**src/rtl/core/quadtree_buddy_allocator_macros.svh**
```systemverilog
// ---------------------------------------------------------------------------
// Quadtree buddy allocator assertion macros
// Shared concurrent assertion forms for the allocator RTL.
// ---------------------------------------------------------------------------
`ifndef QUADTREE_BUDDY_ALLOCATOR_MACROS_SVH
`define QUADTREE_BUDDY_ALLOCATOR_MACROS_SVH

// Property checked every clock, disabled while reset is asserted
`define QBA_ASSERT(lbl, clk, rst_n, prop, msg) \
    lbl: assert property (@(posedge clk) disable iff (!rst_n) prop) \
        else $error(msg);

// Antecedent in one cycle implies consequent in the next
`define QBA_ASSERT_NEXT(lbl, clk, rst_n, ante, cons, msg) \
    lbl: assert property (@(posedge clk) disable iff (!rst_n) (ante) |=> (cons)) \
        else $error(msg);

`endif

```
**src/rtl/core/qba_pkg.sv**
```systemverilog
`timescale 1ns / 1ps
// ---------------------------------------------------------------------------
// Quadtree buddy allocator package
// Item types, node state codes, sequencer states and shared constants.
// ---------------------------------------------------------------------------
package qba_pkg;

    // Default configuration of the tree and the atlas
    localparam int MAX_LEVELS_DEF     = 6;
    localparam int MAX_ATLAS_LOG2_DEF = 13;

    // Fixed field widths
    localparam int SZW       = 4;
    localparam int POSW      = 13;
    // Node number width for the deepest supported tree (eight levels)
    localparam int NODEW_MAX = 15;

    localparam logic [SZW-1:0] ATLAS_RST = 4'd12;

    // Node state codes; the unused code reads as allocated
    typedef enum logic [1:0] {
        ST_FREE  = 2'd0,
        ST_SPLIT = 2'd1,
        ST_ALLOC = 2'd2
    } t_node_st;

    typedef enum logic {
        REQ_ALLOC = 1'b0,
        REQ_CLEAR = 1'b1
    } t_req_type;

    typedef struct packed {
        logic           req_type;
        logic [SZW-1:0] request_size_log2;
    } t_in_item;

    typedef struct packed {
        logic            granted;
        logic [POSW-1:0] pos_x;
        logic [POSW-1:0] pos_y;
        logic [SZW-1:0]  tile_size_log2;
    } t_out_item;

    // Walk sequencer states
    typedef enum logic [2:0] {
        S_IDLE,
        S_LOOK,
        S_EVAL,
        S_SPLIT,
        S_NEXT,
        S_DONE
    } t_walk_state;

    // Node store access for one cycle
    typedef struct packed {
        logic                 rd_en;
        logic [NODEW_MAX-1:0] rd_node;
        logic                 wr_en;
        logic [NODEW_MAX-1:0] wr_node;
        t_node_st             wr_st;
        logic                 root_clr;
    } t_store_cmd;

endpackage

```
**src/rtl/core/qba_node_store.sv**
```systemverilog
`timescale 1ns / 1ps
// ---------------------------------------------------------------------------
// Quadtree node state store
// Root state in a reset register, all other nodes in a one-port memory
// with a registered read.
// ---------------------------------------------------------------------------
module qba_node_store #(
    parameter int NODE_COUNT = 1365,
    parameter int NW         = 11
) (
    input  logic               i_clk,
    input  logic               i_rst_n,
    input  qba_pkg::t_store_cmd i_cmd,
    output qba_pkg::t_node_st  o_rd_st
);
    import qba_pkg::*;

    localparam int AIW = (NODE_COUNT > 1) ? $clog2(NODE_COUNT) : 1;

    logic [1:0] r_mem [0:NODE_COUNT-1];
    t_node_st   r_root;
    logic [1:0] r_rd;

    logic rd_root;
    logic wr_root;

    assign rd_root = (i_cmd.rd_node[NW-1:0] == '0);
    assign wr_root = (i_cmd.wr_node[NW-1:0] == '0);

    // Root: free after reset, after a clear and after a size write
    always_ff @(posedge i_clk) begin
        if (!i_rst_n) begin
            r_root <= ST_FREE;
        end else if (i_cmd.root_clr) begin
            r_root <= ST_FREE;
        end else if (i_cmd.wr_en && wr_root) begin
            r_root <= i_cmd.wr_st;
        end
    end

    // Node memory, one access per cycle
    always_ff @(posedge i_clk) begin
        if (i_cmd.wr_en && !wr_root) begin
            r_mem[i_cmd.wr_node[AIW-1:0]] <= i_cmd.wr_st;
        end
        if (i_cmd.rd_en) begin
            r_rd <= rd_root ? r_root : r_mem[i_cmd.rd_node[AIW-1:0]];
        end
    end

    assign o_rd_st = t_node_st'(r_rd);

endmodule

```
**src/rtl/core/qba_walk.sv**
```systemverilog
`timescale 1ns / 1ps
// ---------------------------------------------------------------------------
// Quadtree walk sequencer
// Depth-first search over the node store: descend, split, step to the next
// sibling or climb, one node operation per cycle.
// ---------------------------------------------------------------------------
module qba_walk #(
    parameter int MAX_LEVELS     = 6,
    parameter int MAX_ATLAS_LOG2 = 13
) (
    input  logic                      i_clk,
    input  logic                      i_rst_n,
    input  logic                      i_in_valid,
    output logic                      o_in_stall,
    input  qba_pkg::t_in_item         i_in,
    input  logic [qba_pkg::SZW-1:0]   i_atlas,
    output qba_pkg::t_store_cmd       o_cmd,
    input  qba_pkg::t_node_st         i_rd_st,
    output logic                      o_res_valid,
    input  logic                      i_res_ready,
    output qba_pkg::t_out_item        o_res
);
    import qba_pkg::*;

    `include "quadtree_buddy_allocator_macros.svh"

    localparam int NODE_COUNT = ((1 << (2 * MAX_LEVELS)) - 1) / 3;
    localparam int NW = (NODE_COUNT > 4) ? $clog2(NODE_COUNT) : 3;
    localparam int LW = (MAX_LEVELS > 1) ? $clog2(MAX_LEVELS) : 1;
    localparam int AW = MAX_ATLAS_LOG2;

    t_walk_state     r_state, n_state;
    logic [NW-1:0]   r_node, n_node;
    logic [LW-1:0]   r_level, n_level;
    logic [SZW-1:0]  r_sz, n_sz;
    logic [SZW-1:0]  r_req, n_req;
    logic [AW-1:0]   r_x, n_x;
    logic [AW-1:0]   r_y, n_y;
    logic            r_kfree, n_kfree;
    logic [1:0]      r_scnt, n_scnt;
    t_out_item       r_res, n_res;

    logic [SZW-1:0]  atlas_eff;
    logic            accept;
    logic            range_bad;
    t_node_st        cur_st;
    logic            can_descend;
    logic            split_down;
    logic            free_hit;
    logic            free_split;
    logic [NW+1:0]   child_base;
    logic [NW+1:0]   child_wr;
    logic [NW-1:0]   node_m1;
    logic [1:0]      sib_idx;
    logic [AW-1:0]   sz_bit;

    // Clamp the configured atlas size
    assign atlas_eff = (i_atlas > SZW'(AW)) ? SZW'(AW) : i_atlas;
    assign accept    = i_in_valid && !o_in_stall;
    assign range_bad = (i_in.request_size_log2 > atlas_eff) ||
                       ((atlas_eff - i_in.request_size_log2) > SZW'(MAX_LEVELS - 1));

    // Node evaluation terms
    assign cur_st      = r_kfree ? ST_FREE : i_rd_st;
    assign can_descend = (r_level < LW'(MAX_LEVELS - 1));
    assign split_down  = (cur_st == ST_SPLIT) && (r_sz > r_req) && can_descend;
    assign free_hit    = (cur_st == ST_FREE) && (r_sz == r_req);
    assign free_split  = (cur_st == ST_FREE) && (r_sz > r_req) && can_descend;

    // Child and sibling arithmetic: children of n are 4n+1 .. 4n+4
    assign child_base = {r_node, 2'b00} + (NW+2)'(1);
    assign child_wr   = child_base + (NW+2)'(r_scnt) + (NW+2)'(1);
    assign node_m1    = r_node - NW'(1);
    assign sib_idx    = node_m1[1:0];
    assign sz_bit     = AW'(1) << r_sz;

    // Next state
    always_comb begin
        n_state = r_state;
        case (r_state)
            S_IDLE: begin
                if (accept) begin
                    if (i_in.req_type == REQ_CLEAR || range_bad) begin
                        n_state = S_DONE;
                    end else begin
                        n_state = S_LOOK;
                    end
                end
            end
            S_LOOK: n_state = S_EVAL;
            S_EVAL: begin
                if (split_down) begin
                    n_state = S_LOOK;
                end else if (free_hit) begin
                    n_state = S_DONE;
                end else if (free_split) begin
                    n_state = S_SPLIT;
                end else begin
                    n_state = S_NEXT;
                end
            end
            S_SPLIT: begin
                if (r_scnt == 2'd2) begin
                    n_state = S_EVAL;
                end
            end
            S_NEXT: begin
                if (r_level == '0) begin
                    n_state = S_DONE;
                end else if (sib_idx != 2'd3) begin
                    n_state = S_LOOK;
                end
            end
            S_DONE: begin
                if (i_res_ready) begin
                    n_state = S_IDLE;
                end
            end
            default: n_state = S_IDLE;
        endcase
    end

    // Datapath and store commands
    always_comb begin
        n_node  = r_node;
        n_level = r_level;
        n_sz    = r_sz;
        n_req   = r_req;
        n_x     = r_x;
        n_y     = r_y;
        n_kfree = 1'b0;
        n_scnt  = r_scnt;
        n_res   = r_res;
        o_cmd   = '0;
        case (r_state)
            S_IDLE: begin
                if (accept) begin
                    n_node  = '0;
                    n_level = '0;
                    n_sz    = atlas_eff;
                    n_req   = i_in.request_size_log2;
                    n_x     = '0;
                    n_y     = '0;
                    n_res   = '0;
                    o_cmd.root_clr = (i_in.req_type == REQ_CLEAR);
                end
            end
            S_LOOK: begin
                o_cmd.rd_en   = 1'b1;
                o_cmd.rd_node = NODEW_MAX'(r_node);
            end
            S_EVAL: begin
                if (split_down) begin
                    n_node  = child_base[NW-1:0];
                    n_level = r_level + LW'(1);
                    n_sz    = r_sz - SZW'(1);
                end else if (free_hit) begin
                    o_cmd.wr_en   = 1'b1;
                    o_cmd.wr_node = NODEW_MAX'(r_node);
                    o_cmd.wr_st   = ST_ALLOC;
                    n_res.granted        = 1'b1;
                    n_res.pos_x          = POSW'(r_x);
                    n_res.pos_y          = POSW'(r_y);
                    n_res.tile_size_log2 = r_sz;
                end else if (free_split) begin
                    o_cmd.wr_en   = 1'b1;
                    o_cmd.wr_node = NODEW_MAX'(r_node);
                    o_cmd.wr_st   = ST_SPLIT;
                    n_scnt        = 2'd0;
                end
            end
            S_SPLIT: begin
                // Children 1..3 become free; child 0 is entered as free next
                o_cmd.wr_en   = 1'b1;
                o_cmd.wr_node = NODEW_MAX'(child_wr[NW-1:0]);
                o_cmd.wr_st   = ST_FREE;
                n_scnt        = r_scnt + 2'd1;
                if (r_scnt == 2'd2) begin
                    n_node  = child_base[NW-1:0];
                    n_level = r_level + LW'(1);
                    n_sz    = r_sz - SZW'(1);
                    n_kfree = 1'b1;
                end
            end
            S_NEXT: begin
                if (r_level == '0) begin
                    n_res = '0;
                end else begin
                    case (sib_idx)
                        2'd0: begin
                            n_node = r_node + NW'(1);
                            n_x    = r_x | sz_bit;
                        end
                        2'd1: begin
                            n_node = r_node + NW'(1);
                            n_x    = r_x & ~sz_bit;
                            n_y    = r_y | sz_bit;
                        end
                        2'd2: begin
                            n_node = r_node + NW'(1);
                            n_x    = r_x | sz_bit;
                        end
                        default: begin
                            // Last child done: climb to the parent
                            n_node  = NW'(node_m1 >> 2);
                            n_level = r_level - LW'(1);
                            n_sz    = r_sz + SZW'(1);
                            n_x     = r_x & ~sz_bit;
                            n_y     = r_y & ~sz_bit;
                        end
                    endcase
                end
            end
            default: ;
        endcase
    end

    // Registers
    always_ff @(posedge i_clk) begin
        if (!i_rst_n) begin
            r_state <= S_IDLE;
            r_kfree <= 1'b0;
        end else begin
            r_state <= n_state;
            r_kfree <= n_kfree;
        end
        r_node  <= n_node;
        r_level <= n_level;
        r_sz    <= n_sz;
        r_req   <= n_req;
        r_x     <= n_x;
        r_y     <= n_y;
        r_scnt  <= n_scnt;
        r_res   <= n_res;
    end

    assign o_in_stall  = (r_state != S_IDLE);
    assign o_res_valid = (r_state == S_DONE);
    assign o_res       = r_res;

    `QBA_ASSERT(a_grant_size, i_clk, i_rst_n, o_res_valid && o_res.granted |-> o_res.tile_size_log2 == r_req, "granted tile size differs from request")
    `QBA_ASSERT(a_fail_zero, i_clk, i_rst_n, o_res_valid && !o_res.granted |-> (o_res.pos_x == '0 && o_res.pos_y == '0 && o_res.tile_size_log2 == '0), "failed result carries nonzero fields")
    `QBA_ASSERT(a_kfree_eval, i_clk, i_rst_n, r_kfree |-> r_state == S_EVAL, "known-free flag outside node evaluation")
    `QBA_ASSERT_NEXT(a_accept_busy, i_clk, i_rst_n, accept, r_state != S_IDLE, "sequencer idle after taking an item")

endmodule

```
**src/rtl/core/quadtree_buddy_allocator.sv**
```systemverilog
`timescale 1ns / 1ps
// ---------------------------------------------------------------------------
// Quadtree buddy allocator
// Square 2D buddy allocator for a texture atlas held as a quadtree of node
// states; returns the corner and size of each allocated tile.
// ---------------------------------------------------------------------------
// Usage:
//   Input channel (i_in_valid / o_in_stall, i_in_item): one request item,
//   allocate a 2^n tile or clear the atlas. Items are taken one at a time;
//   o_in_stall is high from acceptance until the result is handed to the
//   output register, and also while a config write is offered.
//   Output channel (o_out_valid / i_out_stall, o_out_item): one result per
//   item. A registered output stage holds it while the receiver stalls; a
//   new item may be taken while that result still waits, but its result
//   then holds in the walker and the input stays stalled.
//   Config channel (i_cfg_valid / o_cfg_ready, i_cfg_data): atlas edge as
//   log2; each write also frees the whole atlas. Ready only when idle.
// Sequencing (acceptance to o_out_valid):
//   Clear and out-of-range requests go straight to the result without a
//   walk. Allocate reads each visited node from the store, steps to a
//   sibling or climbs for a node that fails, and writes the child states
//   of a fresh split, one node access at a time on the single-port node
//   store.
// Reset: root node free, atlas size 12; memory needs no clearing pass.
// ---------------------------------------------------------------------------
module quadtree_buddy_allocator #(
    parameter int MAX_LEVELS     = qba_pkg::MAX_LEVELS_DEF,
    parameter int MAX_ATLAS_LOG2 = qba_pkg::MAX_ATLAS_LOG2_DEF
) (
    input  logic                    i_clk,
    input  logic                    i_rst_n,
    input  logic                    i_in_valid,
    output logic                    o_in_stall,
    input  qba_pkg::t_in_item       i_in_item,
    output logic                    o_out_valid,
    input  logic                    i_out_stall,
    output qba_pkg::t_out_item      o_out_item,
    input  logic                    i_cfg_valid,
    output logic                    o_cfg_ready,
    input  logic [qba_pkg::SZW-1:0] i_cfg_data
);
    import qba_pkg::*;

    localparam int NODE_COUNT = ((1 << (2 * MAX_LEVELS)) - 1) / 3;
    localparam int NW = (NODE_COUNT > 4) ? $clog2(NODE_COUNT) : 3;

    logic [SZW-1:0] r_atlas;
    logic           r_ovld;
    t_out_item      r_out;

    logic           cfg_we;
    logic           walk_in_valid;
    logic           walk_stall;
    t_store_cmd     walk_cmd;
    t_store_cmd     store_cmd;
    t_node_st       rd_st;
    logic           res_valid;
    logic           res_ready;
    t_out_item      res;

    // An offered config write holds off new items so the two never coincide
    assign walk_in_valid = i_in_valid && !i_cfg_valid;
    assign o_in_stall    = walk_stall || i_cfg_valid;

    // Config register: write only while the walker is idle
    assign o_cfg_ready = !walk_stall;
    assign cfg_we      = i_cfg_valid && o_cfg_ready;

    always_ff @(posedge i_clk) begin
        if (!i_rst_n) begin
            r_atlas <= ATLAS_RST;
        end else if (cfg_we) begin
            r_atlas <= i_cfg_data;
        end
    end

    // A size write frees the root as well
    always_comb begin
        store_cmd          = walk_cmd;
        store_cmd.root_clr = walk_cmd.root_clr | cfg_we;
    end

    qba_walk #(
        .MAX_LEVELS     (MAX_LEVELS),
        .MAX_ATLAS_LOG2 (MAX_ATLAS_LOG2)
    ) u_walk (
        .i_clk       (i_clk),
        .i_rst_n     (i_rst_n),
        .i_in_valid  (walk_in_valid),
        .o_in_stall  (walk_stall),
        .i_in        (i_in_item),
        .i_atlas     (r_atlas),
        .o_cmd       (walk_cmd),
        .i_rd_st     (rd_st),
        .o_res_valid (res_valid),
        .i_res_ready (res_ready),
        .o_res       (res)
    );

    qba_node_store #(
        .NODE_COUNT (NODE_COUNT),
        .NW         (NW)
    ) u_store (
        .i_clk   (i_clk),
        .i_rst_n (i_rst_n),
        .i_cmd   (store_cmd),
        .o_rd_st (rd_st)
    );

    // Output register
    assign res_ready = !r_ovld || !i_out_stall;

    always_ff @(posedge i_clk) begin
        if (!i_rst_n) begin
            r_ovld <= 1'b0;
        end else if (res_valid && res_ready) begin
            r_ovld <= 1'b1;
        end else if (!i_out_stall) begin
            r_ovld <= 1'b0;
        end
        if (res_valid && res_ready) begin
            r_out <= res;
        end
    end

    assign o_out_valid = r_ovld;
    assign o_out_item  = r_out;

endmodule
```
**config.mk**
```make
export PLATFORM = sky130hd
export DESIGN_NAME = quadtree_buddy_allocator
export DESIGN_NICKNAME = d
export VERILOG_FILES = /design/src/rtl/core/qba_pkg.sv /design/src/rtl/core/qba_node_store.sv /design/src/rtl/core/qba_walk.sv /design/src/rtl/core/quadtree_buddy_allocator.sv
export VERILOG_INCLUDE_DIRS = /design/src /design/src/rtl/core
export SDC_FILE = /design/constraint.sdc
export NUM_CORES = 2
export LEC_CHECK = 0
export ABC_AREA = 1
export BUFFER_PORTS_ARGS = -buffer_cell sky130_fd_sc_hd__buf_4
export CORE_ASPECT_RATIO = 1.4
export CORE_MARGIN = 5
export CORE_UTILIZATION = 66
export CTS_BUF_LIST = sky130_fd_sc_hd__clkbuf_2 sky130_fd_sc_hd__clkbuf_4 sky130_fd_sc_hd__clkbuf_8
export DETAILED_ROUTE_END_ITERATION = 8
export PLACE_DENSITY = 0.81
export SLEW_MARGIN = 25
export SYNTH_ARGS = -nofsm -noshare
export SYNTH_HDL_FRONTEND = slang
export SYNTH_SLANG_ARGS = --single-unit
```
**constraint.sdc**
```tcl
create_clock -name i_clk -period 42.8 [get_ports i_clk]
set_clock_uncertainty 0.1 [all_clocks]
set_input_delay 6.42 -clock i_clk [delete_from_list [all_inputs] [get_ports i_clk]]
set_output_delay 6.42 -clock i_clk [all_outputs]
set_load 0.005 [all_outputs]
```
; Yosys cells after proc, flatten, opt, wreduce, memory -nomap -nowiden
; Memories as Yosys holds them, arrays and structs flattened.
; Index checks and enable logic that the tools add are counted.
[word_totals]
romBits = 0
memories = 1
out_inout_bits = 34
ramBits = 2730
latch_bits = 0
regBits = 125
[classes]
muxes = 59
n_bitwise = 7
n_addsub = 11
shift = 1
eq_ne = 25
n_lt_le_gt_ge = 5
div_mod_pow = 0
reduce_logical = 43
multipliers = 0
[memory_table]
columns = name, depth, width, read_ports, rd_clocked_by_memory_dff, write_ports, line
row1 = u_store.r_mem, 1365, 2, 1, 0, 1, qba_node_store.sv:20  ; logic [1:0] r_mem [0:NODE_COUNT-1];
[op_table]
columns = operator, count
row1 = two-way mux 31 bit, 4
row2 = case mux 31 bit (3 select lines), 1
row3 = case mux 13 bit (2 select lines), 3
row4 = two-way mux 11 bit, 5
row5 = two-way mux 18 bit, 3
row6 = two-way mux 13 bit, 4
row7 = case mux 11 bit (4 select lines), 1
row8 = two-way mux 3 bit, 14
row9 = case mux 18 bit (2 select lines), 1
row10 = "adder 11 x 1 -> 11 bit, second input constant", 3
row11 = AND 13 bit, 2
row12 = bitwise OR 13 bit, 2
row13 = two-way mux 4 bit, 6
row14 = logical NOT 11 bit, 2
row15 = case mux 3 bit (6 select lines), 1
row16 = two-way mux 16 bit, 1
row17 = "inequality test 2 x 1 -> 1 bit, second input constant", 8
row18 = case mux 4 bit (4 select lines), 1
row19 = NOT 13 bit, 1
row20 = "<< shifter 1 x 4 -> 13 bit, first input constant", 1
row21 = "inequality test 2 bit, second input constant", 6
row22 = case mux 3 bit (4 select lines), 1
row23 = AND reduction 4 bit, 3
row24 = adder 11 x 2 -> 11 bit, 1
row25 = other kinds (37), 76

; Logic depth before layout (Yosys ltp)
[logic_depth]
ltp_word = 13
ltp_mapped = 26

; Hierarchy
; From an unflattened synthesis, not the netlist that was laid out.
[hier_totals]
cells_unflattened = 11489
area_unflattened_um2 = 123273.2
[by_module_without_submodules]
columns = module, cells_each, seq_area_each_um2, area_per_inst_um2, n_inst
row1 = qba_node_store, 10860, 82078.7, 117191.1, 1
row2 = qba_walk, 565, 2512.4, 4923.5, 1
row3 = quadtree_buddy_allocator, 64, 1031.0, 1158.6, 1

; Least setup slack after synthesis
; Ideal clock, no wire load.
[synth_path]
path_kind = flip-flop to flip-flop
start = reg u_walk.r_sz[1]
end = mem u_store.r_mem[0][0], data pin
path_slack_ns = 3.587
stages_incl_launch_ff = 8
arrival_time_ns = 32.581
n_path_buf = 0
setup_ns = 6.533
path_cell_list = edfxtp_1 -> ha_1 -> a21oi_1 -> o21ai_1 -> nand2_1 -> nor3_2 -> inv_1 -> nor2_1
[synth_rtl]
columns = item, line
row1 = from (decl), qba_walk.sv:35  ; logic [SZW-1:0] r_sz, n_sz;
row2 = from (signal assigned), qba_walk.sv:229  ; r_sz <= n_sz;
row3 = to (decl), qba_node_store.sv:20

; Final worst setup path
[layout_path]
start = in i_cfg_valid
end = out o_in_stall
[layout_via]
elab_chain_len = 1
[layout_rtl]
columns = item, line
row1 = from (decl), quadtree_buddy_allocator.sv:38  ; input logic i_cfg_valid,
row2 = logical OR 1 bit, quadtree_buddy_allocator.sv:63  ; assign o_in_stall = walk_stall || i_cfg_valid;
row3 = to (decl), quadtree_buddy_allocator.sv:33  ; output logic o_in_stall,
; No other way between the ends.

==> out/metrics.csv <==
stage;metric;value;unit
worst_setup_path;crit_chain;buf_4 > inv_1 > nand2_1 > buf_4;
global_routing;grt_max_degree;254;
synth;synthCells;12100;
timing;hold_viol;0;
synth;synth_top_family_by_area;simple AND/OR/NAND/NOR gates;
detailed_routing;wire_per_inst;23.4;µm
clock_tree;cts_resized;0;
worst_setup_path;worst-path-buf-inv;3;
timing;max_slew_margin;0.118;
detailed_routing;route.vias.total;90700;
floorplan;rows;188;
synth;ys_types;49;
synth;synth_mux_area_frac;0.0000903;
worst_setup_path;cp_common_cell;buf_4;
timing;setup_viol;0;
clock_tree;cts_max_level;5;
global_routing;grt-ovfl-total;0;
synth;synth_xor_area_frac;0.000772;
synth;yosys-top-cells-area;edfxtp_1, nor2_1, nand2_1, o21ai_0, nand3_1;
synth;synth.largest_area_cell;edfxtp_1;
place;hpwl;186000;µm
finish;final_common_cell;nor2_1;
clock_tree;clk_latency;0.97;ns
detailed_routing;final_antenna_net_count;0;
timing;finalCritPeriodShare;0.313;
synth;synth-simple-area-share;0.195;
worst_setup_path;cpLargestDelayFamily;buffers and inverters;
pwr;ir_drop;0.0700;mV
worst_setup_path;critPathCaptureType;output pin;
timing;hold-worst-slack;0.319;ns
global_routing;antenna_found_initial;7;
synth;synth_edf_count;2844;
finish;drive_above_1_share;0.0765;
worst_setup_path;arrival;6.86;ns
timing;worst_pin_slew;1.32;ns
timing;max_freq;74.7;MHz
synth;synth-main-ff-cell;edfxtp_1;
pwr;p_leak;0.0464;µW
synth;synthAdderAreaFrac;0.00209;
global_routing;grt_pass1_wl;507000;µm
clock_tree;cts_setup_buffers;0;
worst_setup_path;critPathLaunchType;primary input;
synth;synth.top_cell.area_share;0.685;
clock_tree;cts_tree;done;
worst_setup_path;regToRegSetupSlack;35.01;ns
run_status;status;finished with violations;
synth;seq_area_frac_synth;0.686;
worst_setup_path;worst_ep_required_time;36.28;ns
synth;synth_compound_area_frac;0.0648;
synth;syn_avg_cell_area;10.3;µm²
timing;tns;0;ns
worst_setup_path;worstPathMaxFanout;4;
finish;fillers;12400;
job;max-cap-violations;0;
clock_tree;cts.clk_slew.worst_paths;0.06;ns
worst_setup_path;cp-endpoint;o_in_stall;
run_status;failed_checks;design-rule violations;
floorplan;start_util;0.665;
detailed_routing;vias_per_cell;6.20;
min_path;hold_class;flop to flop;
place;dpl_cell_area;126000;µm²
detailed_routing;drc_errors;3;
floorplan;core_area;188000;µm²
worst_setup_path;r2r_cells;22;
timing;rsz0062_at_grt;false;
synth;synth_warnings;0;
worst_setup_path;cp_num_cells;4;
finish;area_delta_synth_final;7.39;%
finish;final_area;134000;µm²
clock_tree;hold_buffers;0;
finish;finalNonFillerCells;14600;
floorplan;die_h;524;µm
worst_setup_path;r2r_end;u_store.o_rd_st[0]$_DFFE_PN_;
place;gp_congestion;0.915;
synth;async_reset_ff_frac;0;
synth;mappedNetlistArea;125000;µm²
worst_setup_path;max_stage_delay;0.15;ns
clock_tree;cts_root_buf;clkbuf_8;
floorplan;ioPinCount;48;
detailed_routing;firstDrtPassIters;9;
worst_setup_path;slowest_stage;buf_4;
detailed_routing;drt-total-wl;342000;µm
timing;period_minus_slack;13.38;ns
timing;final_max_slew_viol_count;0;
pwr;power_density;52.8;nW/µm²
finish;nets;11900;
place;placedCellCount;13900;
floorplan;dieArea;198000;µm²
floorplan;die_w;377;µm
worst_setup_path;cp-startpoint;i_cfg_valid;
clock_tree;clock-sinks;2855;
synth;ys_ff_latch;2855;
global_routing;grt_util_all_layers;0.340;
clock_tree;cts.path.max_buffers;4;
clock_tree;cts_buffers;397;
worst_setup_path;reg2reg_from;u_walk.r_state[0]$_SDFFE_PN0P_;
place;io_buffers;47;
global_routing;grt_pass1_vias;88900;
finish;final_cell_mix;nor2_1, edfxtp_1, nand2_1;
detailed_routing;drtIter0Drc;12900;
worst_setup_path;path_class;primary input to output pin;
-- cells in the mapped netlist, types with 3 or more instances --
library cell	n
nor3_2	3
nand3b_1	75
xor2_1	10
buf_4	32
o211ai_1	90
a31oi_1	5
o21bai_1	5
fa_1	3
clkinv_1	4
o22ai_1	23
a21oi_1	214
o21ai_1	19
o21ai_0	1176
buf_2	270
nor2_1	3322
nand3_1	636
o21ai_2	3
inv_2	13
nand4_1	41
buf_1	57
dfxtp_1	11
nor3_1	8
clkbuf_1	490
or2_2	7
edfxtp_1	2844
nor2_2	7
nor2_4	7
nand3_2	4
nand2_1	1978
ha_1	16
o221ai_1	6
inv_1	704
-- per-stage QoR --
step	setup slack (ns)	utilization	total power (µW)
final	29.42	0.714	7070
after global routing	29.39	0.714	7350
after CTS	29.42	0.713	7010
after detailed placement	29.43	0.672	5000
after global placement	29.42	0.672	4940
after floorplan	3.59	-	4440
-- registers in the layout, summed over array words and instances (netlist names) --
signal           count
o_out_item          31
o_out_valid          1
r_atlas              4
u_store.o_rd_st      2
u_store.r_mem     2730
u_store.r_root       2
u_walk.o_res        31
u_walk.r_kfree       1
u_walk.r_level       3
u_walk.r_node       11
u_walk.r_req         4
u_walk.r_scnt        2
u_walk.r_state       3
u_walk.r_sz          4
u_walk.r_x          13
u_walk.r_y          13
-- area by class of cell --
cell class	instances	area, µm²	share of cell area
inverters	721	2740	0.0204
diodes	8	20.0	0.000149
clock inverters	186	1180	0.00881
flip-flops and latches	2855	85600	0.639
repair buffers	195	1690	0.0126
well taps	2470	3090	0.0231
multi-input cells	7681	33200	0.248
clock buffers	519	6440	0.0481
-- worst min path at each step --
stage	cells past startpoint	to	slack, ns	from
finish	0	o_out_item[22]$_DFFE_PP_	0.32	u_walk.o_res[22]$_SDFFCE_PN0P_
global route	0	o_out_item[22]$_DFFE_PP_	0.32	u_walk.o_res[22]$_SDFFCE_PN0P_
CTS	0	o_out_item[22]$_DFFE_PP_	0.32	u_walk.o_res[22]$_SDFFCE_PN0P_
detailed placement	0	o_out_item[18]$_DFFE_PP_	0.30	u_walk.o_res[18]$_SDFFCE_PN0P_
global placement	0	o_out_item[6]$_DFFE_PP_	0.30	u_walk.o_res[6]$_SDFFCE_PN0P_
floorplan	0	o_out_item[0]$_DFFE_PP_	0.30	u_walk.o_res[0]$_SDFFCE_PN0P_
-- power breakdown --
| part | switching (µW) | internal [µW] | total (µW) | leakage [µW] |
|---|---|---|---|---|
| clock | 1000 | 1050 | 2060 | 0.00404 |
| combinational | 1420 | 429 | 1850 | 0.0202 |
| sequential | 34.3 | 3130 | 3170 | 0.0222 |
-- per-layer routing --
layer  global-route usage  share of wire  up-vias
met3               0.0805           0.13     1400
li1                     -              -    40100
met5                    0       0.000029        -
met1                0.406           0.32    43000
met4                0.229          0.077        2
met2                0.556           0.47     6156
-- cells by family (layout without fill, tap and decap cells) --
kind of cell	Yosys count	after routing
AO/OA/AOI/OAI	1549	1549
XOR/XNOR	11	11
adder cells (fa/ha/maj)	19	19
buffers and inverters	1572	1621
flip-flops	2855	2855
multiplexers	1	1
other	1	10
AND/OR/NAND/NOR	6099	6099
(Power assumes the default switching activity.)
